==> src/rtl/core/hmf_pkg.sv <==
// hmf_pkg: shared types and constants of the hid message fragmenter
// holds the port word structs, the queue entry struct and the header codes
// no dependencies
package hmf_pkg;

	// header bytes of an init report: channel (4), command, length (2)
	localparam int unsigned INIT_HDR_BYTES = 7;
	// header bytes of a continuation report: channel (4), sequence
	localparam int unsigned CONT_HDR_BYTES = 5;

	// header kind carried by a queue entry
	localparam logic [1:0] HDR_NONE = 2'd0;
	localparam logic [1:0] HDR_INIT = 2'd1;
	localparam logic [1:0] HDR_CONT = 2'd2;

	// input word
	typedef struct packed {
		logic [31:0] channel_id;
		logic [7:0]  command_byte;
		logic [15:0] message_length;
		logic [7:0]  data_byte;
		logic        empty_message;
	} in_word_t;

	// output word
	typedef struct packed {
		logic [7:0] report_byte;
		logic       end_of_report;
		logic       end_of_message;
	} out_word_t;

	// classified work for the back end: one accepted word
	typedef struct packed {
		logic [1:0]  hdr;
		logic [31:0] channel_id;
		logic [7:0]  command_byte;
		logic [15:0] message_length;
		logic [7:0]  seq;
		logic [7:0]  data_byte;
		logic        has_data;
		logic        finish;
		logic        last;
	} entry_t;

endpackage

==> src/rtl/core/hid_message_fragmenter.sv <==
// hid_message_fragmenter: top level of the hid report fragmenter
// instantiates hmf_front, hmf_queue and hmf_back; depends on hmf_pkg
//
// Usage: each input word on in_valid/in_ready carries one payload byte of a
// response message; channel_id, command_byte, message_length and
// empty_message are taken from the first word of a message and ignored after.
// A message of length zero, or a word with empty_message set while idle,
// yields one init report carrying length 0. Output words on
// out_valid/out_ready carry one report byte each, with end_of_report on the
// last byte of every REPORT_BYTES-byte report and end_of_message on the
// last byte of the message.
// A taken word is held in the queue and then in the output register.
// Throughput: the back end emits one byte per cycle while the queue holds an
// entry and the receiver takes its bytes; a word yields its header bytes
// (7 init, 5 continuation), its payload byte and any padding bytes.
// The front end takes a word every cycle while the two-entry queue has room.
// Reset clears the framing state, the queue and the output valid flag; no
// message is in progress afterwards. When the receiver stalls, the output
// word holds, the queue fills, and in_ready drops.
module hid_message_fragmenter #(
	parameter int unsigned REPORT_BYTES       = 64,
	parameter int unsigned INIT_PAYLOAD_BYTES = 57,
	parameter int unsigned CONT_PAYLOAD_BYTES = 59
) (
	input  logic               clk,
	input  logic               arst_n,
	input  logic               in_valid,
	output logic               in_ready,
	input  hmf_pkg::in_word_t  in_data,
	output logic               out_valid,
	input  logic               out_ready,
	output hmf_pkg::out_word_t out_data
);

	localparam int unsigned INIT_SPACE = REPORT_BYTES - hmf_pkg::INIT_HDR_BYTES;
	localparam int unsigned CONT_SPACE = REPORT_BYTES - hmf_pkg::CONT_HDR_BYTES;
	localparam int unsigned INIT_ROOM  =
		(INIT_PAYLOAD_BYTES < INIT_SPACE) ? INIT_PAYLOAD_BYTES : INIT_SPACE;
	localparam int unsigned CONT_ROOM  =
		(CONT_PAYLOAD_BYTES < CONT_SPACE) ? CONT_PAYLOAD_BYTES : CONT_SPACE;

	logic            q_full;
	logic            q_push;
	logic            q_pop;
	logic            q_not_empty;
	hmf_pkg::entry_t wr_entry;
	hmf_pkg::entry_t rd_entry;

	// classify incoming words
	hmf_front #(
		.INIT_ROOM (INIT_ROOM),
		.CONT_ROOM (CONT_ROOM)
	) u_front (
		.clk      (clk),
		.arst_n   (arst_n),
		.in_valid (in_valid),
		.in_ready (in_ready),
		.in_data  (in_data),
		.q_full   (q_full),
		.q_push   (q_push),
		.q_entry  (wr_entry)
	);

	// decoupling queue
	hmf_queue u_queue (
		.clk       (clk),
		.arst_n    (arst_n),
		.push      (q_push),
		.wr_entry  (wr_entry),
		.pop       (q_pop),
		.full      (q_full),
		.not_empty (q_not_empty),
		.rd_entry  (rd_entry)
	);

	// emit report bytes
	hmf_back #(
		.REPORT_BYTES (REPORT_BYTES)
	) u_back (
		.clk         (clk),
		.arst_n      (arst_n),
		.q_not_empty (q_not_empty),
		.q_entry     (rd_entry),
		.q_pop       (q_pop),
		.out_valid   (out_valid),
		.out_ready   (out_ready),
		.out_data    (out_data)
	);

endmodule

==> src/rtl/core/hmf_front.sv <==
// hmf_front: accepts input words, tracks message framing and classifies each word
// into a queue entry (header kind, payload byte, report finish flags)
// depends on hmf_pkg
module hmf_front #(
	parameter int unsigned INIT_ROOM = 57,
	parameter int unsigned CONT_ROOM = 59
) (
	input  logic             clk,
	input  logic             arst_n,
	input  logic             in_valid,
	output logic             in_ready,
	input  hmf_pkg::in_word_t in_data,
	input  logic             q_full,
	output logic             q_push,
	output hmf_pkg::entry_t  q_entry
);

	localparam int unsigned ROOM_MAX = (INIT_ROOM > CONT_ROOM) ? INIT_ROOM : CONT_ROOM;
	localparam int unsigned CNT_W = $clog2(ROOM_MAX + 1);

	logic             active_q;
	logic             first_q;
	logic [CNT_W-1:0] cnt_q;
	logic [15:0]      sent_q;
	logic [7:0]       seq_q;
	logic [31:0]      chan_q;
	logic [7:0]       cmd_q;
	logic [15:0]      len_q;

	logic             new_msg;
	logic [15:0]      len_new;
	logic             zero_len;
	logic [31:0]      eff_chan;
	logic [7:0]       eff_cmd;
	logic [15:0]      eff_len;
	logic             eff_first;
	logic [CNT_W-1:0] eff_cnt;
	logic [15:0]      eff_sent;
	logic [7:0]       eff_seq;
	logic [15:0]      sent_nx;
	logic [CNT_W-1:0] cnt_inc;
	logic [CNT_W-1:0] room;
	logic             done;
	logic             full;

	assign in_ready = !q_full;
	assign q_push   = in_valid && !q_full;

	// pick the framing context: fresh message or the one in progress
	always_comb begin
		new_msg   = !active_q;
		len_new   = in_data.empty_message ? 16'd0 : in_data.message_length;
		zero_len  = new_msg && (len_new == 16'd0);
		eff_chan  = new_msg ? in_data.channel_id   : chan_q;
		eff_cmd   = new_msg ? in_data.command_byte : cmd_q;
		eff_len   = new_msg ? len_new : len_q;
		eff_first = new_msg || first_q;
		eff_cnt   = new_msg ? '0 : cnt_q;
		eff_sent  = new_msg ? 16'd0 : sent_q;
		eff_seq   = new_msg ? 8'd0 : seq_q;
		sent_nx   = eff_sent + 16'd1;
		cnt_inc   = eff_cnt + CNT_W'(1);
		room      = eff_first ? CNT_W'(INIT_ROOM) : CNT_W'(CONT_ROOM);
		done      = (sent_nx == eff_len);
		full      = (cnt_inc == room);
	end

	// classify the word
	always_comb begin
		q_entry.channel_id     = eff_chan;
		q_entry.command_byte   = eff_cmd;
		q_entry.message_length = eff_len;
		q_entry.seq            = eff_seq;
		q_entry.data_byte      = in_data.data_byte;
		if (zero_len) begin
			q_entry.hdr      = hmf_pkg::HDR_INIT;
			q_entry.has_data = 1'b0;
			q_entry.finish   = 1'b1;
			q_entry.last     = 1'b1;
		end else begin
			if (eff_cnt == '0) begin
				q_entry.hdr = eff_first ? hmf_pkg::HDR_INIT : hmf_pkg::HDR_CONT;
			end else begin
				q_entry.hdr = hmf_pkg::HDR_NONE;
			end
			q_entry.has_data = 1'b1;
			q_entry.finish   = done || full;
			q_entry.last     = done;
		end
	end

	// framing state
	always_ff @(posedge clk or negedge arst_n) begin
		if (!arst_n) begin
			active_q <= 1'b0;
			first_q  <= 1'b0;
			cnt_q    <= '0;
			sent_q   <= 16'd0;
			seq_q    <= 8'd0;
		end else if (q_push) begin
			if (zero_len) begin
				active_q <= 1'b0;
			end else begin
				active_q <= !done;
				sent_q   <= sent_nx;
				cnt_q    <= (done || full) ? '0 : cnt_inc;
				first_q  <= eff_first && !(done || full);
				seq_q    <= (q_entry.hdr == hmf_pkg::HDR_CONT) ? (eff_seq + 8'd1) : eff_seq;
			end
		end
	end

	// message header fields, taken when a message starts
	always_ff @(posedge clk) begin
		if (q_push && new_msg) begin
			chan_q <= eff_chan;
			cmd_q  <= eff_cmd;
			len_q  <= eff_len;
		end
	end

endmodule

==> src/rtl/core/hmf_queue.sv <==
// hmf_queue: two-entry queue of classified words between front and back end
// depends on hmf_pkg
module hmf_queue (
	input  logic            clk,
	input  logic            arst_n,
	input  logic            push,
	input  hmf_pkg::entry_t wr_entry,
	input  logic            pop,
	output logic            full,
	output logic            not_empty,
	output hmf_pkg::entry_t rd_entry
);

	localparam int unsigned DEPTH = 2;
	localparam int unsigned PTR_W = $clog2(DEPTH);

	hmf_pkg::entry_t  slot_q [DEPTH];
	logic [PTR_W-1:0] wr_ptr_q;
	logic [PTR_W-1:0] rd_ptr_q;
	logic [PTR_W:0]   count_q;

	assign full      = (count_q == (PTR_W+1)'(DEPTH));
	assign not_empty = (count_q != '0);
	assign rd_entry  = slot_q[rd_ptr_q];

	// pointers and fill count
	always_ff @(posedge clk or negedge arst_n) begin
		if (!arst_n) begin
			wr_ptr_q <= '0;
			rd_ptr_q <= '0;
			count_q  <= '0;
		end else begin
			if (push) begin
				wr_ptr_q <= wr_ptr_q + PTR_W'(1);
			end
			if (pop) begin
				rd_ptr_q <= rd_ptr_q + PTR_W'(1);
			end
			case ({push, pop})
				2'b10:   count_q <= count_q + (PTR_W+1)'(1);
				2'b01:   count_q <= count_q - (PTR_W+1)'(1);
				default: count_q <= count_q;
			endcase
		end
	end

	// entry storage
	always_ff @(posedge clk) begin
		if (push) begin
			slot_q[wr_ptr_q] <= wr_entry;
		end
	end

endmodule

==> src/rtl/core/hmf_back.sv <==
// hmf_back: walks each queue entry through header, payload and padding bytes
// and drives the registered output word
// depends on hmf_pkg
module hmf_back #(
	parameter int unsigned REPORT_BYTES = 64
) (
	input  logic               clk,
	input  logic               arst_n,
	input  logic               q_not_empty,
	input  hmf_pkg::entry_t    q_entry,
	output logic               q_pop,
	output logic               out_valid,
	input  logic               out_ready,
	output hmf_pkg::out_word_t out_data
);

	localparam int unsigned POS_W = $clog2(REPORT_BYTES);

	localparam logic [1:0] ST_HDR  = 2'd0;
	localparam logic [1:0] ST_DATA = 2'd1;
	localparam logic [1:0] ST_PAD  = 2'd2;

	logic [1:0]         state_q;
	logic [2:0]         idx_q;
	logic [POS_W-1:0]   pos_q;
	logic               out_valid_q;
	hmf_pkg::out_word_t out_q;

	logic               advance;
	logic [1:0]         eff_state;
	logic               pos_last;
	logic               hdr_last;
	logic [1:0]         state_nx;
	logic [2:0]         idx_nx;
	logic [POS_W-1:0]   pos_nx;
	hmf_pkg::out_word_t word;

	assign out_valid = out_valid_q;
	assign out_data  = out_q;
	assign advance   = q_not_empty && (!out_valid_q || out_ready);
	assign pos_last  = (pos_q == POS_W'(REPORT_BYTES - 1));

	// skip phases an entry does not have
	always_comb begin
		eff_state = state_q;
		if (eff_state == ST_HDR && q_entry.hdr == hmf_pkg::HDR_NONE) begin
			eff_state = ST_DATA;
		end
		if (eff_state == ST_DATA && !q_entry.has_data) begin
			eff_state = ST_PAD;
		end
	end

	// select the byte and the next step
	always_comb begin
		word     = '0;
		q_pop    = 1'b0;
		state_nx = eff_state;
		idx_nx   = idx_q;
		pos_nx   = pos_q + POS_W'(1);
		hdr_last = 1'b0;
		case (eff_state)
			ST_HDR: begin
				case (idx_q)
					3'd0:    word.report_byte = q_entry.channel_id[31:24];
					3'd1:    word.report_byte = q_entry.channel_id[23:16];
					3'd2:    word.report_byte = q_entry.channel_id[15:8];
					3'd3:    word.report_byte = q_entry.channel_id[7:0];
					3'd4:    word.report_byte = (q_entry.hdr == hmf_pkg::HDR_INIT) ?
						q_entry.command_byte : q_entry.seq;
					3'd5:    word.report_byte = q_entry.message_length[15:8];
					default: word.report_byte = q_entry.message_length[7:0];
				endcase
				if (q_entry.hdr == hmf_pkg::HDR_INIT) begin
					hdr_last = (idx_q == 3'(hmf_pkg::INIT_HDR_BYTES - 1));
				end else begin
					hdr_last = (idx_q == 3'(hmf_pkg::CONT_HDR_BYTES - 1));
				end
				if (hdr_last) begin
					state_nx = ST_DATA;
					idx_nx   = 3'd0;
				end else begin
					idx_nx = idx_q + 3'd1;
				end
			end
			ST_DATA: begin
				word.report_byte = q_entry.data_byte;
				if (!q_entry.finish) begin
					q_pop    = 1'b1;
					state_nx = ST_HDR;
				end else if (pos_last) begin
					word.end_of_report  = 1'b1;
					word.end_of_message = q_entry.last;
					q_pop    = 1'b1;
					state_nx = ST_HDR;
					pos_nx   = '0;
				end else begin
					state_nx = ST_PAD;
				end
			end
			default: begin
				word.report_byte = 8'd0;
				if (pos_last) begin
					word.end_of_report  = 1'b1;
					word.end_of_message = q_entry.last;
					q_pop    = 1'b1;
					state_nx = ST_HDR;
					pos_nx   = '0;
				end
			end
		endcase
		if (!advance) begin
			q_pop = 1'b0;
		end
	end

	// sequencer state and output valid
	always_ff @(posedge clk or negedge arst_n) begin
		if (!arst_n) begin
			state_q     <= ST_HDR;
			idx_q       <= 3'd0;
			pos_q       <= '0;
			out_valid_q <= 1'b0;
		end else begin
			if (advance) begin
				state_q     <= state_nx;
				idx_q       <= idx_nx;
				pos_q       <= pos_nx;
				out_valid_q <= 1'b1;
			end else if (out_ready) begin
				out_valid_q <= 1'b0;
			end
		end
	end

	// output word register
	always_ff @(posedge clk) begin
		if (advance) begin
			out_q <= word;
		end
	end

endmodule

==> config.mk <==
export PLATFORM = sky130hd
export DESIGN_NAME = hid_message_fragmenter
export DESIGN_NICKNAME = d
export VERILOG_FILES = /design/src/rtl/core/hmf_pkg.sv /design/src/rtl/core/hid_message_fragmenter.sv /design/src/rtl/core/hmf_front.sv /design/src/rtl/core/hmf_queue.sv /design/src/rtl/core/hmf_back.sv
export SDC_FILE = /design/constraint.sdc
export NUM_CORES = 1
export LEC_CHECK = 0
export ABC_CLOCK_PERIOD_IN_PS = 11200
export BUFFER_PORTS_ARGS = -buffer_cell sky130_fd_sc_hd__buf_2
export CORE_MARGIN = 4
export CORE_UTILIZATION = 60
export CTS_BUF_LIST = sky130_fd_sc_hd__clkbuf_8
export CTS_CLUSTER_SIZE = 12
export DETAILED_ROUTE_END_ITERATION = 6
export PLACE_DENSITY = 0.88
export SETUP_SLACK_MARGIN = 0.5
export SLEW_MARGIN = 20
export SYNTH_ARGS = -nofsm -noshare
export SYNTH_HDL_FRONTEND = slang
export SYNTH_SLANG_ARGS = --single-unit
export TNS_END_PERCENT = 20
==> constraint.sdc <==
create_clock -name clk -period 11.2 [get_ports clk]
set_input_delay 0.56 -clock clk [delete_from_list [all_inputs] [get_ports clk]]
set_output_delay 0.56 -clock clk [all_outputs]
set_load 0.02 [all_outputs]
======== Yosys cells after proc, flatten, opt, wreduce, memory -nomap -nowiden ========
Memories as Yosys holds them, arrays and structs flattened.
Cells that the tools add are included.
operators by class
  $add $sub $neg .......................... 9
  eq/ne operators ......................... 16
  mux-type cells .......................... 43
  bitwise gates (word level) .............. 1
  reductions and logical operators ........ 27
operators with widths
  cell                                                                    number
  16-bit two-way mux                                                      3
  8-bit case mux with 6 select lines                                      1
  32-bit two-way mux                                                      1
  8-bit two-way mux                                                       4
  2-bit two-way mux                                                       12
  6-bit two-way mux                                                       4
  16-bit by 1-bit adder with 16-bit output (second input constant)        1
  16-bit equality test                                                    1
  16-bit zero test                                                        1
  8-bit case mux with 2 select lines                                      1
  6-bit by 1-bit adder with 6-bit output (second input constant)          2
  2-bit case mux with 2 select lines                                      3
  6-bit case mux with 2 select lines                                      1
  1-bit two-way mux                                                       10
  3-bit equality test (second input constant)                             3
  8-bit by 1-bit adder with 8-bit output (second input constant)          1
  2-bit by 1-bit equality test with 1-bit output (second input constant)  4
  1-bit logical AND                                                       7
  2-bit equality test (second input constant)                             3
  3-bit by 2-bit equality test with 1-bit output (second input constant)  2
  6-bit equality test                                                     1
  6-bit equality test (second input constant)                             1
  1-bit zero test                                                         6
  2-bit zero test                                                         3
  13 further kinds                                                        20
storage, ports and cells
  bits in registers ....................... 114
  RAM bits ................................ 154
  output and inout bits ................... 12
  memories ................................ 1
memory list
  memory          depth  bits a word  read ports  clocked after Yosys merged registers in  write ports  RTL line         source
  u_queue.slot_q  2      77           1           0                                        1            hmf_queue.sv:17  hmf_pkg::entry_t slot_q [DEPTH];

======== Logic depth before layout (Yosys ltp) ========
Gate-level depths: netlist of run 1.
An unclocked memory read counts as a cell.
  word-level depth ........................ 12
  depth in mapped cells ................... 15
  gate-level depth less buffers ........... 10

======== Hierarchy ========
A second synthesis of run 1 with hierarchy kept.
second synthesis, totals
  cells, all modules ...................... 855
  area, all modules ....................... 12341.8 um^2
modules (own cells, without submodules)
  module     times used  cells an instance  area each (um^2)  sequential area each (um^2)
  hmf_queue  1           256                5823.1            4724.5
  hmf_front  1           430                4877.2            2482.4
  hmf_back   1           169                1641.6            600.6

======== Worst setup path after synthesis of run 1 ========
Ideal clock, no wire load.
  path kind ............................... flip-flop to flip-flop
  start ................................... reg u_queue.count_q[0]
  end ..................................... mem u_queue.slot_q[0][0] (netlist name), enable pin
  data arrival time ....................... 4.254 ns
  slack ................................... 6.433 ns
  cell stages (with the launch flop) ...... 5
  clock period less this slack ............ 4.767 ns
  path through ............................ dfrtp_1 nand2b_1 and2_0 inv_1 nor2_1
on the way
  word-level cells in the longest chain between the ends .. 5
ends and longest elaborated chain
  what                                     RTL line                      source
  start: declaration                       hmf_queue.sv:20               logic [PTR_W:0] count_q;
  start signal: assignment                 hmf_queue.sv:40               2'b10: count_q <= count_q + (PTR_W+1)'(1);
  start signal: assignment                 hmf_queue.sv:41               2'b01: count_q <= count_q - (PTR_W+1)'(1);
  start signal: assignment                 hmf_queue.sv:42               default: count_q <= count_q;
  2-bit equality test                      hmf_queue.sv:22               assign full = (count_q == (PTR_W+1)'(DEPTH));
  1-bit zero test                          n/a
  via in_ready                             hid_message_fragmenter.sv:28  output logic in_ready,
  1-bit logical AND                        hmf_front.sv:47               assign q_push = in_valid && !q_full;
  1-bit two-way mux                        hmf_queue.sv:49               if (push) begin
  1-bit two-way mux (implied by the code)  hmf_queue.sv:50               slot_q[wr_ptr_q] <= wr_entry;
  end: declaration                         hmf_queue.sv:17
The timed path passes the listed nets, and every way through them passes these cells.

==> metrics.cfg, run 1 <==
[outcome]
outcome = finished, final reports clean

[flow_run]
drv_cap = 0

[die]
io-pin-count = 81
core_um2 = 19400
fp.dieArea_um2 = 22000
die_x_um = 148
chipHeight_um = 148
start_util_pct = 60.9
row_count = 51

[clock_tree]
htreeDepth = 2
cts_setup_buffers = 0
hold_buffers = 0
tritoncts = built
path_clk_slew_ns = 0.07
clockRootBuffer = clkbuf_8
clock_latency_ns = 0.55
cts_num_sinks = 268
clock_path_buffers = 3
postCtsResizedCells = 0
numCtsBuffers = 42

[synth]
syn_nets = 905
syn_area_um2 = 11800
synth_compound_area_share_pct = 8.59
yosys_warnings = 0
yosys_most_used_dff = edfxtp_1
synthCells = 825
synth.avg_cell_area_um2 = 14.3
async_flop_share_pct = 17.9
muxShareOfSynthArea_pct = 11.3
synth-simple-area-share_pct = 8.25
ys_types = 56
ys_seq_elements = 268
synth_edf_count = 220
synth_adder_area_share_pct = 1.17
synth_top_family_by_area = multiplexers
seq_area_frac_synth_pct = 66.1
synth_xor_area_share_pct = 2.37

[finish]
layout_common_cells = edfxtp_1 (220), buf_2 (80), nand2_1 (74), mux2_2 (70)
area_growth_pct = 11.7
regArea_um2 = 7810
layout-drive-gt1-share_pct = 25.5
multi_input_area_um2 = 3760
final_common_cell = edfxtp_1
fill_cells = 1266
n_antenna_cell = 0
nNetsFinal = 988
final_util_pct = 68.0

[worst_setup_path]
crit_buf_inv = 1
reg2reg_to = u_queue.slot_q[1][1]$_DFFE_PP_
worstSetupPathType = reg -> reg
cp-start-kind = register
required_ns = 11.60
crit_chain = buf_4 > and2_1 > ha_1 > and4_1 > nand2_1 > nor3_2 > xnor2_1 > a211o_1 > o31ai_4 > nand2b_1
r2r_slack_ns = 7.25
crit_path_end_kind = register
critPathTopFamily = simple AND/OR/NAND/NOR gates
critPathMaxStageDelay_ns = 0.73
crit_arrival_ns = 4.34
path_max_fanout = 78
rr_startpoint = u_front.active_q$_DFFE_PN0P_
crit_slowest_cell = dfrtp_4
path_depth = 10
ff2ff_path_depth = 10

[placement]
io_buffer_count = 80
dp_hpwl_mm = 16.2
gp_congestion = 0.928

[sta]
fin_crit_ns = 3.95
fin_tns_setup_ns = 0
slew_viol_final = 0
rsz0062_at_grt = false
skew_ns = 0.0177
hold_viol = 0
fmax_mhz = 253
tightest_slew_ns = 1.08
finalCritPeriodShare_pct = 35.2
maxSlewHeadroom_pct = 27.7
setup_violations = 0

[drt]
drt-vias-per-instance = 6.11
wl_mm = 25.1
drc = 0
ant_nets = 0
drtPass1Iterations = 5
drt_first_iter_violations = 788
vias = 7379
wl_per_cell_um = 20.8

[global_route]
antenna_found_initial = 0
grt_max_degree = 79
grt_pass1_wl_mm = 39.6
overflow = 0
grt_pass1_vias = 7436
grt_usage_pct = 23.0

[pwr]
power_w = 0.00300
ir_drop_v = 0.000111
p_leak_nw = 4.90
cellPowerDensity_nw_per_um2 = 227

[hold_path]
worstHoldPathType = in -> async

## worst max-delay path by stage
stage	start	slack [ns]	endpoint
after detailed placement	u_front.active_q$_DFFE_PN0P_	7.34	u_queue.slot_q[0][1]$_DFFE_PP_
after CTS	u_front.active_q$_DFFE_PN0P_	7.32	u_queue.slot_q[0][1]$_DFFE_PP_
after global placement	u_front.active_q$_DFFE_PN0P_	7.46	u_queue.slot_q[0][1]$_DFFE_PP_
after global routing	u_front.active_q$_DFFE_PN0P_	7.05	u_queue.slot_q[0][1]$_DFFE_PP_
after floorplan	u_queue.count_q[0]$_DFFE_PN0P_	6.43	u_queue.slot_q[0][0]$_DFFE_PP_
final	u_front.active_q$_DFFE_PN0P_	7.25	u_queue.slot_q[1][1]$_DFFE_PP_
## layer usage
layer	GRT usage, %	up-vias	routed length [um]
met5	0	-	0
li1	-	3323	-
met2	37.8	370	12300
met3	3.87	71	1940
met4	8.36	0	786
met1	31.5	3615	10000
## flip-flops by register name (all words and copies together), names as in the netlist, 2 cells and up
register,cells
u_back.out_data,10
u_front.cnt_q,6
u_front.sent_q,16
u_front.chan_q,32
u_front.cmd_q,8
u_front.len_q,16
u_back.state_q,2
u_queue.count_q,2
u_back.idx_q,3
u_queue.slot_q,154
u_front.seq_q,8
u_back.pos_q,6
## cell type report
| cell class | count | area share (%) |
|---|---|---|
| Tap cell | 265 | 2.51 |
| Sequential cell | 268 | 59.2 |
| Clock inverter | 32 | 1.05 |
| Clock buffer | 46 | 4.80 |
| Timing Repair Buffer | 86 | 3.38 |
| Inverter | 17 | 0.484 |
| Multi-Input combinational cell | 493 | 28.5 |
## synthesized netlist by cell type (5+ instances only)
library cell,count,share of area (%)
inv_1,17,0.54
a21oi_1,30,1.3
a22o_1,14,1.0
mux4_2,15,2.9
nor2_1,15,0.48
nor4_1,6,0.32
and3_1,9,0.48
o31ai_1,8,0.51
a222oi_1,6,0.51
o211ai_1,5,0.32
nor3b_1,5,0.32
o21ai_0,42,1.8
nand3_1,20,0.85
nand2_1,74,2.4
nand2b_1,7,0.37
mux2_2,70,6.7
mux2i_1,21,1.8
o22ai_1,12,0.64
nor2b_1,5,0.26
buf_2,15,0.64
nor3_1,14,0.59
and2_1,12,0.64
ha_1,11,1.2
edfxtp_1,220,56
dfrtp_1,48,10
xnor2_1,14,1.0
xor2_1,18,1.3
buf_1,11,0.35
a21o_1,13,0.83
nand4_1,5,0.26
clkbuf_1,20,0.64
## report_power, final
group,total [W],internal [W],switching [W]
sequential,0.00142,0.00130,0.000124
clock,0.000754,0.000380,0.000374
combinational,0.000825,0.000326,0.000498
total,0.00300,0.00200,0.000995
## through the flow
step	cells	setup slack, ns	hold slack, ns	instance area (um2)
6_report	1207	7.25	0.141	13200
5_1_grt	1207	7.05	0.163	13200
4_1_cts	1207	7.32	0.132	13200
3_5_place_dp	1129	7.34	0.474	12400
3_3_place_gp	1129	7.46	0.452	12400
2_1_floorplan	825	6.43	0.264	11800
## cells by family after synthesis
family	after synthesis
simple gates	190
buf+inv	64
mux	106
flops	268
xor+xnor	32
fa+ha+maj	11
compound gates	154
Power figures use the tool's default switching activity.
==> inputs of run 2 (changes only) <==
--- a/config.mk
+++ b/config.mk
@@ -5,10 +5,11 @@
 export SDC_FILE = /design/constraint.sdc
 export NUM_CORES = 1
 export LEC_CHECK = 0
-export ABC_CLOCK_PERIOD_IN_PS = 11200
+export ABC_AREA = 1
+export ABC_CLOCK_PERIOD_IN_PS = 3600
 export BUFFER_PORTS_ARGS = -buffer_cell sky130_fd_sc_hd__buf_2
 export CORE_MARGIN = 4
-export CORE_UTILIZATION = 60
+export CORE_UTILIZATION = 57
 export CTS_BUF_LIST = sky130_fd_sc_hd__clkbuf_8
 export CTS_CLUSTER_SIZE = 12
 export DETAILED_ROUTE_END_ITERATION = 6
==> constraint.sdc (replaced) <==
create_clock -name clk -period 3.6 [get_ports clk]
set_input_delay 0.18 -clock clk [delete_from_list [all_inputs] [get_ports clk]]
set_output_delay 0.18 -clock clk [all_outputs]
set_load 0.02 [all_outputs]
==> metrics.cfg, run 2 <==
[die]
die_x_um = 154
chipHeight_um = 154
core_um2 = 20600
fp.dieArea_um2 = 23600
row_count = 52
io-pin-count = 81
start_util_pct = 58.8

[placement]
gp_congestion = 0.949
io_buffer_count = 80
dp_hpwl_mm = 19.3
place_area_um2 = 12800

[pwr]
p_int_w = 0.00719
p_comb_share_pct = 35.1
ir_drop_v = 0.000438
p_leak_nw = 5.96
pwr-share-seq_pct = 43.6
p_switching_w = 0.00467
power_switching_share_pct = 39.4
cellPowerDensity_nw_per_um2 = 847
p_clk_share_pct = 21.2

[global_route]
antenna_found_initial = 0
met3_usage_pct = 5.14
grt_max_degree = 75
grt_pass1_wl_mm = 48.6
overflow = 0
globalRouteMet1Util_pct = 32.2
grt_util_met2_pct = 43.0
busiest_layer = met2
grt_usage_pct = 25.4
grt_pass1_vias = 9416

[finish]
design_area_um2 = 14000
n_antenna_cell = 0
area_growth_pct = 15.9
layout-drive-gt1-share_pct = 13.9
layout_common_cells = nand2_1 (407), edfxtp_1 (220), inv_1 (95), nor2_1 (88), nand3_1 (88)
nNetsFinal = 1418
largest_reg_flops = 154
final_common_cell = nand2_1
largest_register = u_queue.slot_q
top_regs = u_queue.slot_q: 154 flops, u_front.chan_q: 32 flops
fill_cells = 1360

[synth]
yosys_warnings = 0
synth.avg_cell_area_um2 = 10.0
async_flop_share_pct = 17.9
synth_area_leader_cell = edfxtp_1
seq_area_frac_synth_pct = 64.6
synth_edf_count = 220
ys_types = 41
synth_top_area_share_pct = 54.7
yosys-top-cells-count = nand2_1 (407), edfxtp_1 (220), inv_1 (91), nor2_1 (91), nand3_1 (88)
syn_nets = 1285
yosysMostFrequentCell = nand2_1
synthCells = 1205
syn_area_um2 = 12100
synth.area.top_cells = edfxtp_1 (55%), nand2_1 (13%), dfrtp_1 (9.9%), nand3_1 (3.6%), inv_1 (2.8%)
yosys_most_used_dff = edfxtp_1
ys_seq_elements = 268

[clock_tree]
htreeDepth = 2
tritoncts = built
clockRootBuffer = clkbuf_8
postCtsResizedCells = 0
clock_path_buffers = 3
cts_setup_buffers = 0
numCtsBuffers = 41
cts_num_sinks = 268
clock_latency_ns = 0.55
path_clk_slew_ns = 0.06

[sta]
tightest_slew_ns = 0.857
slew_viol_final = 0
hold_viol = 0
fin_crit_ns = 2.94
setup_violations = 0
rsz0062_at_grt = false
skew_ns = 0.0279
maxSlewHeadroom_pct = 42.3
finalCritPeriodShare_pct = 81.8
fmax_mhz = 340
fin_tns_setup_ns = 0

[drt]
wl_per_cell_um = 18.5
ant_nets = 0
wl_mm = 30.3
drt-vias-per-instance = 5.79
drt_first_iter_violations = 1110
vias = 9491
drc = 0
drtPass1Iterations = 5

[worst_setup_path]
path_max_fanout = 74
ff2ff_path_depth = 13
reg2reg_to = u_queue.count_q[1]$_DFFE_PN0P_
cp_common_cell = nand2_1
crit_arrival_ns = 3.37
r2r_slack_ns = 0.66
cp-start-kind = register
critPathMaxStageDelay_ns = 0.76
worstSetupPathType = reg -> reg
path_depth = 13
critPathTopFamily = flip-flops
rr_startpoint = u_queue.rd_ptr_q$_DFFE_PN0P_
crit_buf_inv = 3
crit_path_end_kind = register
crit_slowest_cell = dfrtp_2
required_ns = 4.03
crit_chain = inv_2 > buf_12 > nand2_1 > nand3_1 > o21ai_0 > nand2_1 > nand2_1 > nand3_1 > inv_1 > ha_1 > a21oi_1 > o21ai_0 > xor2_1

[hold_path]
hold_end = u_front.chan_q[29]$_DFFE_PP_
worstHoldPathType = in -> reg
min-delay-start = in_data[62]
holdPathStages = 3

[flow_run]
drv_cap = 0

[outcome]
outcome = finished, final reports clean

-- run 2: cell families (layout without fill, tap and decap cells) --
group	Yosys count	in the layout	synth area share [%]
xor gates and xnor gates	19	19	1.38
and+or+nand+nor	643	643	22.3
adders and majority gates	11	11	1.14
DFF	268	268	64.6
AOI/OAI and AO/OA	126	126	5.84
buffers and inverters	136	299	4.53
muxes	2	2	0.166
-- run 2: metrics by stage --
stage	cells	power, W	utilization, %	worst slack [ns]	hold WS, ns
global route	1638	0.0125	68.1	0.537	0.0166
CTS	1638	0.0118	68.1	0.727	0.00155
floorplan	1205	0.00783	-	0.340	-0.116
finish	1638	0.0119	68.1	0.657	0.0180
global placement	1525	0.00891	62.2	0.945	0.230
detailed placement	1525	0.00918	62.2	0.774	0.225
-- run 2: worst max-delay path by stage --
| stage | start | to | slack, ns |
|---|---|---|---|
| after CTS | u_queue.rd_ptr_q$_DFFE_PN0P_ | u_queue.count_q[1]$_DFFE_PN0P_ | 0.73 |
| final | u_queue.rd_ptr_q$_DFFE_PN0P_ | u_queue.count_q[1]$_DFFE_PN0P_ | 0.66 |
| after detailed placement | u_queue.rd_ptr_q$_DFFE_PN0P_ | u_queue.count_q[1]$_DFFE_PN0P_ | 0.77 |
| after global placement | u_front.active_q$_DFFE_PN0P_ | u_front.first_q$_DFFE_PN0P_ | 0.95 |
| after floorplan | u_queue.count_q[0]$_DFFE_PN0P_ | u_queue.slot_q[1][0]$_DFFE_PP_ | 0.34 |
| after global routing | u_front.active_q$_DFFE_PN0P_ | u_front.first_q$_DFFE_PN0P_ | 0.54 |
-- run 2: area by class of cell --
cell class | instances | area, um2 | share of cell area (%)
clock inverter | 26 | 168 | 1.20
timing repair buffer | 131 | 933 | 6.67
tap | 270 | 338 | 2.41
multi-input combinational | 801 | 3750 | 26.8
inverter | 95 | 357 | 2.55
sequential | 268 | 7810 | 55.8
clock buffer | 47 | 647 | 4.62
-- run 2: power groups by stage --
stage                     Sequential, W  Combinational [W]  Clock (W)
after floorplan                 0.00512            0.00271          0
after global placement          0.00513            0.00377          0
after detailed placement        0.00519            0.00400          0
after CTS                       0.00515            0.00408    0.00254
after global routing            0.00523            0.00458    0.00269
final                           0.00517            0.00417    0.00252
-- run 2: timing repair --
action,CTS,global route
endpoints found under the setup margin,0,0
hold buffers,40,0
hold endpoints to repair,127,0
-- run 2: worst min-delay path: cells and delay by family --
family	cells	cell delay, ns
buf+inv	1	0.08
simple gates	2	0.15
-- run 2: routing by layer --
layer | share of wire (%) | wire, um
met3 | 8.9 | 2710
met1 | 38 | 11500
met4 | 4.3 | 1310
met5 | 0 | 0
met2 | 49 | 14800
